$ cat src/rtl/core/cbdm_pkg.sv
// Shared types and constants for the cover block destination mapper.
// Holds the status codes, register map and fixed field widths.
// Has no dependencies.
`default_nettype none

package cbdm_pkg;

    // Widths of the fixed payload fields.
    localparam int COORD_W    = 16;
    localparam int STATUS_W   = 2;
    localparam int DEST_X_W   = 9;
    localparam int DEST_Y_W   = 8;
    localparam int DEST_WD_W  = 9;
    localparam int DEST_HT_W  = 8;
    localparam int SCALE_W    = 3;

    // Step counter of the divide sequence: quotient, remainder, scan setup.
    localparam int DIV_CNT_W  = 2;

    // Register bus.
    localparam int APB_ADDR_W = 5;
    localparam int APB_DATA_W = 32;
    localparam int REG_IDX_W  = 3;

    typedef logic [STATUS_W-1:0]  t_status;
    typedef logic [REG_IDX_W-1:0] t_reg_idx;

    localparam t_status ST_VISIBLE = 2'd0;
    localparam t_status ST_OUTSIDE = 2'd1;
    localparam t_status ST_INVALID = 2'd2;

    localparam t_reg_idx REG_IMAGE_WIDTH  = 3'd0;
    localparam t_reg_idx REG_IMAGE_HEIGHT = 3'd1;
    localparam t_reg_idx REG_DECODE_SCALE = 3'd2;
    localparam t_reg_idx REG_CROP_LEFT    = 3'd3;
    localparam t_reg_idx REG_CROP_TOP     = 3'd4;
    localparam t_reg_idx REG_CROP_SPAN_X  = 3'd5;
    localparam t_reg_idx REG_CROP_SPAN_Y  = 3'd6;

endpackage

`default_nettype wire

$ cat src/rtl/core/cover_block_destination_mapper_unit.sv
// Top level of the cover block destination mapper: register bank, sequencer and
// the shared divide / scan datapath. Depends on cbdm_pkg.
// Uses APB-style configuration and valid/stall channels.
`default_nettype none

// Maps one inclusive source block onto the DISPLAY_WIDTH x DISPLAY_HEIGHT display
// using nearest-neighbor center sampling into the crop window. The block takes one
// request at a time. A request with a bad layout or a bad block goes straight to the
// done state. Otherwise each axis first divides the crop span by the display extent
// on one shared multiplier (quotient by a reciprocal constant, then remainder, then
// scan setup), then walks every display index of that axis once, one index per
// cycle, with an incremental quotient/remainder update. If no column samples inside
// the block, the row scan is skipped. The input stays stalled while a request is in
// progress. A finished result waits in the output register, and the next request is
// accepted meanwhile.
module cover_block_destination_mapper_unit #(
    parameter int DISPLAY_WIDTH    = 320,
    parameter int DISPLAY_HEIGHT   = 240,
    parameter int MAX_DECODE_SCALE = 3
) (
    input  wire logic                                i_clk,
    input  wire logic                                i_rst_n,
    // Configuration port
    input  wire logic                                psel,
    input  wire logic                                penable,
    input  wire logic                                pwrite,
    input  wire logic [cbdm_pkg::APB_ADDR_W-1:0]     paddr,
    input  wire logic [cbdm_pkg::APB_DATA_W-1:0]     pwdata,
    output logic      [cbdm_pkg::APB_DATA_W-1:0]     prdata,
    output logic                                     pready,
    // Request channel
    input  wire logic                                i_valid,
    output logic                                     o_stall,
    input  wire logic [cbdm_pkg::COORD_W-1:0]        i_block_left,
    input  wire logic [cbdm_pkg::COORD_W-1:0]        i_block_right,
    input  wire logic [cbdm_pkg::COORD_W-1:0]        i_block_top,
    input  wire logic [cbdm_pkg::COORD_W-1:0]        i_block_bottom,
    // Result channel
    output logic                                     o_valid,
    input  wire logic                                i_stall,
    output logic      [cbdm_pkg::STATUS_W-1:0]       o_status,
    output logic      [cbdm_pkg::DEST_X_W-1:0]       o_dest_x,
    output logic      [cbdm_pkg::DEST_Y_W-1:0]       o_dest_y,
    output logic      [cbdm_pkg::DEST_WD_W-1:0]      o_dest_width,
    output logic      [cbdm_pkg::DEST_HT_W-1:0]      o_dest_height
);

    localparam int CW     = cbdm_pkg::COORD_W;
    localparam int MAX_EXT = (DISPLAY_WIDTH > DISPLAY_HEIGHT) ? DISPLAY_WIDTH : DISPLAY_HEIGHT;
    localparam int EW     = $clog2(MAX_EXT + 1);
    localparam logic [EW-1:0] EXT_X = EW'(DISPLAY_WIDTH);
    localparam logic [EW-1:0] EXT_Y = EW'(DISPLAY_HEIGHT);
    localparam logic [cbdm_pkg::SCALE_W-1:0] MAX_SCALE = cbdm_pkg::SCALE_W'(MAX_DECODE_SCALE);

    // Reciprocal constants: span / E equals (span * ceil(2^K / E)) >> K when
    // K = CW + ceil(log2(E)), for every span of CW bits.
    localparam int KX = CW + $clog2(DISPLAY_WIDTH);
    localparam int KY = CW + $clog2(DISPLAY_HEIGHT);
    localparam int RW = CW + 2;
    localparam int PW = CW + RW;
    localparam logic [RW-1:0] RECIP_X =
        RW'(((64'd1 << KX) + 64'(DISPLAY_WIDTH) - 64'd1) / 64'(DISPLAY_WIDTH));
    localparam logic [RW-1:0] RECIP_Y =
        RW'(((64'd1 << KY) + 64'(DISPLAY_HEIGHT) - 64'd1) / 64'(DISPLAY_HEIGHT));

    localparam logic [cbdm_pkg::DIV_CNT_W-1:0] DIV_QUO = 2'd0;
    localparam logic [cbdm_pkg::DIV_CNT_W-1:0] DIV_REM = 2'd1;

    localparam logic [1:0] S_IDLE = 2'd0;
    localparam logic [1:0] S_DIV  = 2'd1;
    localparam logic [1:0] S_SCAN = 2'd2;
    localparam logic [1:0] S_DONE = 2'd3;

    // ------------------------------------------------------------------
    // Register bank
    // ------------------------------------------------------------------
    logic [CW-1:0]                  r_image_width, r_image_height;
    logic [cbdm_pkg::SCALE_W-1:0]   r_decode_scale;
    logic [CW-1:0]                  r_crop_left, r_crop_top;
    logic [CW-1:0]                  r_crop_span_x, r_crop_span_y;

    logic                           cfg_wr;
    cbdm_pkg::t_reg_idx             cfg_idx;

    assign pready  = 1'b1;
    assign cfg_wr  = psel && penable && pwrite;
    assign cfg_idx = paddr[cbdm_pkg::APB_ADDR_W-1:2];

    always_ff @(posedge i_clk) begin
        if (!i_rst_n) begin
            r_image_width  <= '0;
            r_image_height <= '0;
            r_decode_scale <= '0;
            r_crop_left    <= '0;
            r_crop_top     <= '0;
            r_crop_span_x  <= '0;
            r_crop_span_y  <= '0;
        end else if (cfg_wr) begin
            case (cfg_idx)
                cbdm_pkg::REG_IMAGE_WIDTH:  r_image_width  <= pwdata[CW-1:0];
                cbdm_pkg::REG_IMAGE_HEIGHT: r_image_height <= pwdata[CW-1:0];
                cbdm_pkg::REG_DECODE_SCALE: r_decode_scale <= pwdata[cbdm_pkg::SCALE_W-1:0];
                cbdm_pkg::REG_CROP_LEFT:    r_crop_left    <= pwdata[CW-1:0];
                cbdm_pkg::REG_CROP_TOP:     r_crop_top     <= pwdata[CW-1:0];
                cbdm_pkg::REG_CROP_SPAN_X:  r_crop_span_x  <= pwdata[CW-1:0];
                cbdm_pkg::REG_CROP_SPAN_Y:  r_crop_span_y  <= pwdata[CW-1:0];
                default: ;
            endcase
        end
    end

    always_comb begin
        case (cfg_idx)
            cbdm_pkg::REG_IMAGE_WIDTH:  prdata = 32'(r_image_width);
            cbdm_pkg::REG_IMAGE_HEIGHT: prdata = 32'(r_image_height);
            cbdm_pkg::REG_DECODE_SCALE: prdata = 32'(r_decode_scale);
            cbdm_pkg::REG_CROP_LEFT:    prdata = 32'(r_crop_left);
            cbdm_pkg::REG_CROP_TOP:     prdata = 32'(r_crop_top);
            cbdm_pkg::REG_CROP_SPAN_X:  prdata = 32'(r_crop_span_x);
            cbdm_pkg::REG_CROP_SPAN_Y:  prdata = 32'(r_crop_span_y);
            default:                    prdata = '0;
        endcase
    end

    // ------------------------------------------------------------------
    // Request check, done in the accept cycle
    // ------------------------------------------------------------------
    logic accept;
    logic layout_bad, block_bad;
    logic [CW:0] crop_end_x, crop_end_y;

    assign accept     = i_valid && !o_stall;
    assign crop_end_x = {1'b0, r_crop_left} + {1'b0, r_crop_span_x};
    assign crop_end_y = {1'b0, r_crop_top} + {1'b0, r_crop_span_y};

    assign layout_bad = (r_image_width == '0) || (r_image_height == '0) ||
                        (r_decode_scale > MAX_SCALE) ||
                        (r_crop_span_x == '0) || (crop_end_x > {1'b0, r_image_width}) ||
                        (r_crop_span_y == '0) || (crop_end_y > {1'b0, r_image_height});
    assign block_bad  = (i_block_left > i_block_right) || (i_block_top > i_block_bottom) ||
                        (i_block_right >= r_image_width) || (i_block_bottom >= r_image_height);

    // ------------------------------------------------------------------
    // Sequencer and shared datapath
    // ------------------------------------------------------------------
    logic [1:0]                      r_state;
    logic                            r_axis;      // 0 columns, 1 rows
    logic [cbdm_pkg::DIV_CNT_W-1:0]  r_cnt;
    logic [CW-1:0]                   r_dq;        // quotient of span by extent
    logic [EW-1:0]                   r_rem;
    logic [CW:0]                     r_q;         // running sample offset
    logic [EW:0]                     r_r;         // running remainder, below twice the extent
    logic [CW-1:0]                   r_qinc;
    logic [EW:0]                     r_rinc;
    logic [EW-1:0]                   r_d;
    logic                            r_hit;
    logic [EW-1:0]                   r_first, r_last;
    logic [EW-1:0]                   r_fx, r_lx;
    logic [CW-1:0]                   r_bl, r_br, r_bt, r_bb;

    logic [cbdm_pkg::STATUS_W-1:0]   r_res_status;
    logic [cbdm_pkg::DEST_X_W-1:0]   r_res_x;
    logic [cbdm_pkg::DEST_Y_W-1:0]   r_res_y;
    logic [cbdm_pkg::DEST_WD_W-1:0]  r_res_w;
    logic [cbdm_pkg::DEST_HT_W-1:0]  r_res_h;

    logic                            r_out_valid;
    logic [cbdm_pkg::STATUS_W-1:0]   r_out_status;
    logic [cbdm_pkg::DEST_X_W-1:0]   r_out_x;
    logic [cbdm_pkg::DEST_Y_W-1:0]   r_out_y;
    logic [cbdm_pkg::DEST_WD_W-1:0]  r_out_w;
    logic [cbdm_pkg::DEST_HT_W-1:0]  r_out_h;

    logic [EW-1:0]  cur_ext;
    logic [CW-1:0]  cur_span, cur_start, cur_lo, cur_hi;
    logic [RW-1:0]  cur_recip;

    assign cur_ext   = r_axis ? EXT_Y : EXT_X;
    assign cur_span  = r_axis ? r_crop_span_y : r_crop_span_x;
    assign cur_start = r_axis ? r_crop_top : r_crop_left;
    assign cur_lo    = r_axis ? r_bt : r_bl;
    assign cur_hi    = r_axis ? r_bb : r_br;
    assign cur_recip = r_axis ? RECIP_Y : RECIP_X;

    // Shared multiplier: span times reciprocal for the quotient, then quotient
    // times extent for the remainder.
    logic [CW-1:0]  mul_a;
    logic [RW-1:0]  mul_b;
    logic [PW-1:0]  prod, prod_sh_x, prod_sh_y;
    logic [CW-1:0]  quo;
    logic [CW-1:0]  rem_full;

    assign mul_a     = (r_cnt == DIV_QUO) ? cur_span : r_dq;
    assign mul_b     = (r_cnt == DIV_QUO) ? cur_recip : {{(RW-EW){1'b0}}, cur_ext};
    assign prod      = PW'(mul_a) * PW'(mul_b);
    assign prod_sh_x = prod >> KX;
    assign prod_sh_y = prod >> KY;
    assign quo       = r_axis ? prod_sh_y[CW-1:0] : prod_sh_x[CW-1:0];
    assign rem_full  = cur_span - prod[CW-1:0];

    // With span = a*E + b, the first sample offset span/(2E) has quotient a/2 and
    // remainder b, plus E when a is odd. Each further index adds a and 2b.
    logic [EW:0]    r0_init;
    assign r0_init = r_dq[0] ? ({1'b0, cur_ext} + {1'b0, r_rem}) : {1'b0, r_rem};

    // Scan step.
    logic [CW-1:0]  span_m1, off;
    logic [CW:0]    sample;
    logic           hit;
    logic [EW+1:0]  r_sum;
    logic [EW+1:0]  two_ext;
    logic           wrap;
    logic [EW+1:0]  r_sum_red;
    logic [CW:0]    q_nx;
    logic           scan_last;
    logic           hit_fin;
    logic [EW-1:0]  first_fin, last_fin;

    assign span_m1   = cur_span - 1'b1;
    assign off       = (r_q >= {1'b0, cur_span}) ? span_m1 : r_q[CW-1:0];
    assign sample    = {1'b0, cur_start} + {1'b0, off};
    assign hit       = (sample >= {1'b0, cur_lo}) && (sample <= {1'b0, cur_hi});
    assign r_sum     = {1'b0, r_r} + {1'b0, r_rinc};
    assign two_ext   = {1'b0, cur_ext, 1'b0};
    assign wrap      = r_sum >= two_ext;
    assign r_sum_red = wrap ? (r_sum - two_ext) : r_sum;
    assign q_nx      = r_q + {1'b0, r_qinc} + (CW+1)'(wrap);
    assign scan_last = (r_d == cur_ext - 1'b1);
    assign hit_fin   = r_hit || hit;
    assign first_fin = r_hit ? r_first : r_d;
    assign last_fin  = hit ? r_d : r_last;

    // Result arithmetic, done at 32 bits and then cut to the field widths.
    logic [31:0] fx32, fy32, wx32, wy32;
    assign fx32 = 32'(r_fx);
    assign fy32 = 32'(first_fin);
    assign wx32 = 32'(r_lx) - 32'(r_fx) + 32'd1;
    assign wy32 = 32'(last_fin) - 32'(first_fin) + 32'd1;

    logic out_free;
    assign out_free = !r_out_valid || !i_stall;

    always_ff @(posedge i_clk) begin
        if (!i_rst_n) begin
            r_out_valid <= 1'b0;
        end else if ((r_state == S_DONE) && out_free) begin
            r_out_valid <= 1'b1;
        end else if (!i_stall) begin
            r_out_valid <= 1'b0;
        end
    end

    always_ff @(posedge i_clk) begin
        if (!i_rst_n) begin
            r_state     <= S_IDLE;
            r_axis      <= 1'b0;
            r_cnt       <= '0;
            r_d         <= '0;
            r_hit       <= 1'b0;
        end else begin
            case (r_state)
                S_IDLE: begin
                    if (accept) begin
                        r_bl <= i_block_left;
                        r_br <= i_block_right;
                        r_bt <= i_block_top;
                        r_bb <= i_block_bottom;
                        if (layout_bad || block_bad) begin
                            r_res_status <= cbdm_pkg::ST_INVALID;
                            r_res_x      <= '0;
                            r_res_y      <= '0;
                            r_res_w      <= '0;
                            r_res_h      <= '0;
                            r_state      <= S_DONE;
                        end else begin
                            r_axis  <= 1'b0;
                            r_cnt   <= '0;
                            r_state <= S_DIV;
                        end
                    end
                end
                S_DIV: begin
                    r_cnt <= r_cnt + 1'b1;
                    if (r_cnt == DIV_QUO) begin
                        r_dq <= quo;
                    end else if (r_cnt == DIV_REM) begin
                        r_rem <= rem_full[EW-1:0];
                    end else begin
                        r_qinc  <= r_dq;
                        r_rinc  <= {r_rem, 1'b0};
                        r_q     <= {2'b00, r_dq[CW-1:1]};
                        r_r     <= r0_init;
                        r_d     <= '0;
                        r_hit   <= 1'b0;
                        r_state <= S_SCAN;
                    end
                end
                S_SCAN: begin
                    r_q   <= q_nx;
                    r_r   <= r_sum_red[EW:0];
                    r_d   <= r_d + 1'b1;
                    r_hit <= hit_fin;
                    if (hit) begin
                        if (!r_hit) begin
                            r_first <= r_d;
                        end
                        r_last <= r_d;
                    end
                    if (scan_last) begin
                        if (!hit_fin) begin
                            r_res_status <= cbdm_pkg::ST_OUTSIDE;
                            r_res_x      <= '0;
                            r_res_y      <= '0;
                            r_res_w      <= '0;
                            r_res_h      <= '0;
                            r_state      <= S_DONE;
                        end else if (!r_axis) begin
                            r_fx    <= first_fin;
                            r_lx    <= last_fin;
                            r_axis  <= 1'b1;
                            r_cnt   <= '0;
                            r_state <= S_DIV;
                        end else begin
                            r_res_status <= cbdm_pkg::ST_VISIBLE;
                            r_res_x      <= fx32[cbdm_pkg::DEST_X_W-1:0];
                            r_res_y      <= fy32[cbdm_pkg::DEST_Y_W-1:0];
                            r_res_w      <= wx32[cbdm_pkg::DEST_WD_W-1:0];
                            r_res_h      <= wy32[cbdm_pkg::DEST_HT_W-1:0];
                            r_state      <= S_DONE;
                        end
                    end
                end
                S_DONE: begin
                    if (out_free) begin
                        r_out_status <= r_res_status;
                        r_out_x      <= r_res_x;
                        r_out_y      <= r_res_y;
                        r_out_w      <= r_res_w;
                        r_out_h      <= r_res_h;
                        r_state      <= S_IDLE;
                    end
                end
                default: r_state <= S_IDLE;
            endcase
        end
    end

    assign o_stall       = (r_state != S_IDLE);
    assign o_valid       = r_out_valid;
    assign o_status      = r_out_status;
    assign o_dest_x      = r_out_x;
    assign o_dest_y      = r_out_y;
    assign o_dest_width  = r_out_w;
    assign o_dest_height = r_out_h;

    // ------------------------------------------------------------------
    // Assertions
    // ------------------------------------------------------------------
    a_stall_after_accept: assert property (@(posedge i_clk) disable iff (!i_rst_n)
        accept |=> o_stall)
        else $error("input not stalled after a request transfer");

    a_div_rem_range: assert property (@(posedge i_clk) disable iff (!i_rst_n)
        ((r_state == S_DIV) && (r_cnt != DIV_QUO) && (r_cnt != DIV_REM)) |->
        (r_rem < cur_ext))
        else $error("divider remainder out of range");

    a_scan_index_range: assert property (@(posedge i_clk) disable iff (!i_rst_n)
        (r_state == S_SCAN) |-> (r_d < cur_ext) && (r_r < {1'b0, cur_ext, 1'b0}))
        else $error("scan index or remainder out of range");

    a_hidden_zero: assert property (@(posedge i_clk) disable iff (!i_rst_n)
        (o_valid && (o_status != cbdm_pkg::ST_VISIBLE)) |->
        (o_dest_x == '0) && (o_dest_y == '0) && (o_dest_width == '0) &&
        (o_dest_height == '0))
        else $error("nonzero rectangle on a result that is not visible");

endmodule

`default_nettype wire

$ cat config.mk
export PLATFORM = sky130hd
export DESIGN_NAME = cover_block_destination_mapper_unit
export DESIGN_NICKNAME = d
export VERILOG_FILES = /design/src/rtl/core/cbdm_pkg.sv /design/src/rtl/core/cover_block_destination_mapper_unit.sv
export SDC_FILE = /design/constraint.sdc
export NUM_CORES = 1
export LEC_CHECK = 0
export BUFFER_PORTS_ARGS = -buffer_cell sky130_fd_sc_hd__buf_2
export CAP_MARGIN = 20
export CORE_MARGIN = 2
export CORE_UTILIZATION = 45
export CTS_CLUSTER_SIZE = 25
export DETAILED_ROUTE_END_ITERATION = 10
export SLEW_MARGIN = 0
export SYNTH_ARGS = -nofsm -noshare
export SYNTH_HDL_FRONTEND = slang
export SYNTH_SLANG_ARGS = --single-unit
export TNS_END_PERCENT = 50
$ cat constraint.sdc
create_clock -name i_clk -period 20.5 [get_ports i_clk]
set_clock_uncertainty 0.15 [all_clocks]
set_input_delay 1.025 -clock i_clk [delete_from_list [all_inputs] [get_ports i_clk]]
set_output_delay 1.025 -clock i_clk [all_outputs]
set_load 0.1 [all_outputs]
**After elaboration in Yosys (flattened, before gate mapping)**

Cells that the tools add are included.

- $add $sub $neg: 17
- Multipliers: 1
- Divide/modulo/power cells: 0
- Order comparisons: 11
- Equality and inequality tests: 22
- Shift-type cells: 0
- Multiplexer cells: 75
- Bitwise operators: 3
- Reduce and logical (&&, ||, !) cells: 52

Operators with widths:

| kind | count |
|---|---|
| two-way mux 9 bit | 14 |
| two-way mux 16 bit | 7 |
| one-hot mux 16 bit (7 select lines) | 1 |
| logical NOT 16 bit | 4 |
| two-way mux 8 bit | 8 |
| one-hot mux 9 bit (2 select lines) | 3 |
| adder 16 x 16 -> 17 bit | 3 |
| two-way mux 17 bit | 3 |
| two-way mux 10 bit | 4 |
| two-way mux 2 bit | 18 |
| >= comparator 17 x 16 -> 1 bit | 2 |
| greater-than comparator 17 x 16 -> 1 bit | 2 |
| one-hot mux 17 bit (2 select lines) | 1 |
| multiplier 16 x 17 -> 33 bit | 1 |
| >= comparator 16 bit | 2 |
| greater-than comparator 16 bit | 2 |
| one-hot mux 8 bit (2 select lines) | 2 |
| one-hot mux 10 bit (2 select lines) | 1 |
| != test 2 bit, second input constant | 9 |
| subtractor 9 bit | 2 |
| adder 17 x 1 -> 17 bit | 1 |
| adder 17 x 16 -> 17 bit | 1 |
| <= comparator 17 x 16 -> 1 bit | 1 |
| AND reduction 2 bit | 8 |
| other kinds (37) | 81 |

- Flip-flop bits (word level): 364
- Bits in latches: 0
- Memory bits (writable): 0
- Memory bits (read-only): 0
- Logic and storage cells: 219
- Memories: 0

**Logic depth before layout (Yosys ltp)**

- Depth in word-level cells: 13
- Gate-level depth with buffers: 47
- Gate-level depth less buffers: 44

**Worst setup path after synthesis**

OpenSTA, ideal clock, no wires.

- Path type: reg-to-reg
- From: register r_axis
- To: register r_res_h[0] (netlist name), enable pin
- Setup time: 0.474 ns
- Arrival: 9.199 ns
- Data required time: 19.876 ns
- Slack: 10.677 ns
- Cell stages (with the launch flop): 34
- Path buffers: 3
- Clock period less this slack: 9.823 ns
- Cell sequence: dfxtp_1 -> buf_2 -> buf_6 -> mux2i_1 -> ha_1 -> nor2b_1 -> o21a_1 -> o21a_1 -> o21a_1 -> o21a_1 -> o21bai_1 -> a311oi_1 -> nor4_4 -> buf_6 -> mux2_2 -> ha_1 -> a21o_1 -> a21oi_1 -> nor2b_1 -> o21a_1 -> o41ai_1 -> a21oi_1 -> a41oi_1 -> nor2b_1 -> xnor2_1 -> ha_1 -> nand4_1 -> nor4b_1 -> a211oi_1 -> a31oi_1 -> o31ai_1 -> nand2_2 -> nor2_1 -> nor3_1

- Longest elaborated chain between the ends: 9
- Elaborated cells between the ends (all ways): 18

RTL lines:

| what | line | RTL |
|---|---|---|
| from (decl) | cover_block_destination_mapper_unit.sv:147 | `logic r_axis;` |
| from (signal assigned) | cover_block_destination_mapper_unit.sv:256 | `r_axis <= 1'b0;` |
| from (signal assigned) | cover_block_destination_mapper_unit.sv:276 | `r_axis <= 1'b0;` |
| from (signal assigned) | cover_block_destination_mapper_unit.sv:320 | `r_axis <= 1'b1;` |
| two-way mux 16 bit | cover_block_destination_mapper_unit.sv:179 | `assign cur_span = r_axis ? r_crop_span_y : r_crop_span_x;` |
| subtractor 16 x 1 -> 16 bit / >= comparator 17 x 16 -> 1 bit (equally long branches) | cover_block_destination_mapper_unit.sv:219, cover_block_destination_mapper_unit.sv:220 |  |
| two-way mux 16 bit | cover_block_destination_mapper_unit.sv:220 | `assign off = (r_q >= {1'b0, cur_span}) ? span_m1 : r_q[CW-1:0];` |
| adder 16 x 16 -> 17 bit | cover_block_destination_mapper_unit.sv:221 | `assign sample = {1'b0, cur_start} + {1'b0, off};` |
| >= comparator 17 x 16 -> 1 bit / <= comparator 17 x 16 -> 1 bit (equally long branches) | cover_block_destination_mapper_unit.sv:222 | `assign hit = (sample >= {1'b0, cur_lo}) && (sample <= {1'b0, cur_hi});` |
| logical AND 1 bit | cover_block_destination_mapper_unit.sv:222 |  |
| logical OR 1 bit | cover_block_destination_mapper_unit.sv:229 | `assign hit_fin = r_hit \|\| hit;` |
| != test 3 bit (no source line) | n/a |  |
| AND reduction 6 bit (no source line) (*) | n/a |  |
| to (signal assigned) | cover_block_destination_mapper_unit.sv:328 | `r_res_h <= wy32[cbdm_pkg::DEST_HT_W-1:0];` |
| to (decl) | cover_block_destination_mapper_unit.sv:165 | `logic [cbdm_pkg::DEST_HT_W-1:0] r_res_h;` |

Mark *: on every way between the ends. The rest lies on a longest branch, timed or not.
A chain may end at the register's enable or synchronous reset.

**Worst setup path in the final report**

- From: register r_axis
- To: register r_res_h[7] (netlist name) (data pin)

- Longest elaborated chain between the ends: 13
- Elaborated cells between the ends (all ways): 19

RTL lines:

| what | line | RTL |
|---|---|---|
| two-way mux 16 bit | cover_block_destination_mapper_unit.sv:179 |  |
| subtractor 16 x 1 -> 16 bit / >= comparator 17 x 16 -> 1 bit (equally long branches) | cover_block_destination_mapper_unit.sv:219, cover_block_destination_mapper_unit.sv:220 |  |
| two-way mux 16 bit | cover_block_destination_mapper_unit.sv:220 |  |
| adder 16 x 16 -> 17 bit | cover_block_destination_mapper_unit.sv:221 |  |
| >= comparator 17 x 16 -> 1 bit / <= comparator 17 x 16 -> 1 bit (equally long branches) | cover_block_destination_mapper_unit.sv:222 |  |
| logical AND 1 bit (*) | cover_block_destination_mapper_unit.sv:222 |  |
| two-way mux 9 bit (*) | n/a |  |
| named net last_fin[2] | cover_block_destination_mapper_unit.sv:217 | `logic [EW-1:0] first_fin, last_fin;` |
| subtractor 8 bit (*) | cover_block_destination_mapper_unit.sv:238 | `assign wy32 = 32'(last_fin) - 32'(first_fin) + 32'd1;` |
| adder 8 x 2 -> 8 bit (*) | cover_block_destination_mapper_unit.sv:238 |  |
| two-way mux 8 bit (*) | cover_block_destination_mapper_unit.sv:317 | `end else if (!r_axis) begin` |
| two-way mux 8 bit (*) | cover_block_destination_mapper_unit.sv:310 | `if (!hit_fin) begin` |
| two-way mux 8 bit (*) | cover_block_destination_mapper_unit.sv:309 | `if (scan_last) begin` |
| one-hot mux 8 bit (2 select lines) (*) | cover_block_destination_mapper_unit.sv:261 | `case (r_state)` |

Mark *: on every way through the listed nets, which the timed path passes. The rest lies on a longest branch. The select of a mux whose other input is x is not followed.

==> qor.yml <==
synthArstFlopShare_pct: 0
yosysWarnings: 0
first_iter_violations: 1613
end_kind: "flop"
cp_top_family: "compound AO/OA/AOI/OAI gates"
area_growth_pct: 10.7
pwr-share-seq_pct: 37.9
synth_edf_count: 235
ios: 179
setup-tns-final_ns: 0
rows: 90
synth_common_cells: "ha_1 (390), nand2_1 (327), inv_1 (280)"
die_x_um: 251
yosysSeqAreaShare_pct: 34.0
timing.final.crit_share_pct: 50.9
h-tree-depth: 2
crit_required_ns: 20.66
insertion_delay_ns: 0.58
hold_class: "flop to flop"
cp_slowest_cell: "dfxtp_4"
synth_cells: 2780
fin_area_um2: 30500
slew-limit-headroom_pct: 24.2
critPathMaxStageDelay_ns: 0.66
core_area_um2: 60400
p_per_area_nw_per_um2: 70.6
yosys-top-cells-area: "edfxtp_1 (26%), ha_1 (18%), fa_1 (9.2%), dfxtp_1 (8.4%), nand2_1 (4.5%)"
combPwrFrac_pct: 27.2
synthFlopType: "edfxtp_1"
synth_area_um2: 27500
post_cts_buffers: 0
fill_cells: 5570
cpMostUsedCell: "o21a_1"
yosysTopAreaCellShare_pct: 25.6
hold_viol: 0
p_leak_nw: 13.6
ys_ff_latch: 350
status: "finished clean"
initial_core_util_pct: 45.6
clk_pin_slew_ns: 0.06
port_buffers: 143
grt_max_degree: 101
max_cap_viol_count: 0
drt_wl_total_um: 77900
num_vias: 21100
peakVddDrop_v: 0.0000530
period_minus_slack_ns: 10.43
place_area_um2: 29100
cts_sinks: 350
cts_tree: "built"
cts_buffers: 40
p_int_w: 0.00146
pwr-share-clk_pct: 35.0
syn_avg_cell_area_um2: 9.90
track_usage_pct: 24.8
ys_types: 84
cp.arrival_ns: 10.59
max_freq_mhz: 95.9
cts_hold_buffers: 0
post_drt_wl_per_cell_um: 20.9
ant_nets: 0
synth.most_common_cell: "ha_1"
grt_pass1_vias: 20900
yosysTopAreaCell: "edfxtp_1"
grt_pass1_wl_um: 121000
setup_viol: 0
grt_overflow: 0
sw_frac_of_total_pct: 32.1
power_switching_w: 0.000690
cts_resized: 0
cp_max_fo: 32
tightest_slew_ns: 1.14
drive_gt1_share_pct: 10.8
drc_errors: 0
fp.dieH_um: 251
final_util_pct: 50.5
crit_buf_inv: 2
cts_root_buf: "clkbuf_16"
die-area_um2: 63200
viasPerCell: 5.66
routabilityCongestion: 0.963
drv_slew: 0
worstSetupPathType: "flop to flop"
firstDrtPassIters: 6
nNetsFinal: 3545
cts.path.max_buffers: 3
rrSetupSlack_ns: 10.07
antenna_found_initial: 3
rsz0062_at_grt: "no"
dp_hpwl_um: 61500
cp-start-kind: "flop"
## cells in the final DEF, fill, tap and decap left out, drive strengths merged, types with 17 or more instances in the layout
master | Yosys | layout
nor4 | 23 | 23
dfxtp | 115 | 115
inv | 282 | 283
a211oi | 23 | 23
conb | 2 | 24
edfxtp | 235 | 235
o211ai | 17 | 17
nor3 | 35 | 35
clkbuf | 57 | 53
and2 | 26 | 26
buf | 35 | 168
and3 | 27 | 27
nand4 | 32 | 32
mux2 | 53 | 53
nand2 | 328 | 328
mux2i | 70 | 70
o21ai | 81 | 81
o21a | 21 | 21
nor2 | 176 | 176
a21oi | 220 | 220
fa | 126 | 126
nand2b | 17 | 17
a21o | 44 | 44
xor2 | 26 | 26
xnor2 | 85 | 85
ha | 390 | 390
nor2b | 53 | 53
nand3 | 39 | 39
## worst register-to-register path: cells and delay by family (launching register included)
family	cells	cell delay (ns)
fa+ha+maj	5	1.76
simple gates	11	2.45
flops	1	0.66
xor+xnor	3	0.52
mux	3	1.47
buf+inv	2	0.37
compound gates	16	2.81
## cells by family (layout without fill, tap and decap cells)
family | after synthesis | after routing | share of synthesized area (%)
xor gates and xnor gates | 111 | 111 | 3.53
buffers and inverters | 375 | 523 | 5.45
DFF | 350 | 350 | 34.0
other | 2 | 25 | 0.0273
adders and majority gates | 516 | 516 | 26.9
and+or+nand+nor | 787 | 787 | 13.3
AOI/OAI and AO/OA | 510 | 510 | 11.6
muxes | 129 | 129 | 5.22
## path summary, 6_finish.rpt
kind                            startpoint          end  cells after the start
worst max-delay path                r_axis   r_res_h[7]                     40
worst min-delay path            r_res_y[3]  o_dest_y[3]                      0
worst max register to register      r_axis   r_res_h[7]                     40
worst min register to register  r_res_y[3]  o_dest_y[3]                      0
## power groups by stage
stage          Combinational, W  Clock, W  Sequential, W
4_1_cts                0.000588  0.000768       0.000815
2_1_floorplan          0.000424         0       0.000839
3_5_place_dp           0.000583         0       0.000830
6_report               0.000585  0.000753       0.000815
3_3_place_gp           0.000566         0       0.000829
5_1_grt                0.000659  0.000790       0.000818
## cell type report
cell class / count / area, µm² / area share (%)
antenna: 1 / 2.50 / 0.00821
clock buffer: 52 / 1110 / 3.63
clock inverter: 19 / 249 / 0.817
inverter: 283 / 1060 / 3.49
multi-input combinational: 2077 / 16800 / 55.1
sequential: 350 / 9360 / 30.7
tap: 782 / 978 / 3.21
timing repair buffer: 169 / 915 / 3.00
## per-stage QoR
step                      std cells  power, W  hold WS, ns  worst slack, ns
after floorplan                2802   0.00126        0.250            10.68
after global placement         3659   0.00139        0.255            10.30
after detailed placement       3659   0.00141        0.255            10.21
after CTS                      3730   0.00217        0.268            10.17
after global routing           3732   0.00227        0.277             9.47
final                          3733   0.00215        0.265            10.07
## state kept, by name, summed over array words and instances (netlist names), 10 cells and up
name,count
r_image_width,16
r_crop_top,16
r_q,17
r_r,10
r_br,16
r_bl,16
r_crop_span_y,16
r_image_height,16
r_crop_left,16
r_crop_span_x,16
r_bb,16
r_bt,16
## layer usage
metal | global-route usage, % | vias to the layer above | part of all wire, %
met1 | 34.7 | 10200 | 46
met2 | 39.8 | 713 | 46
met3 | 3.31 | 136 | 5.9
met5 | 0 | - | 0.035
met4 | 8.10 | 4 | 3.0
li1 | - | 10000 | -
Power figures use the tool's default switching activity.
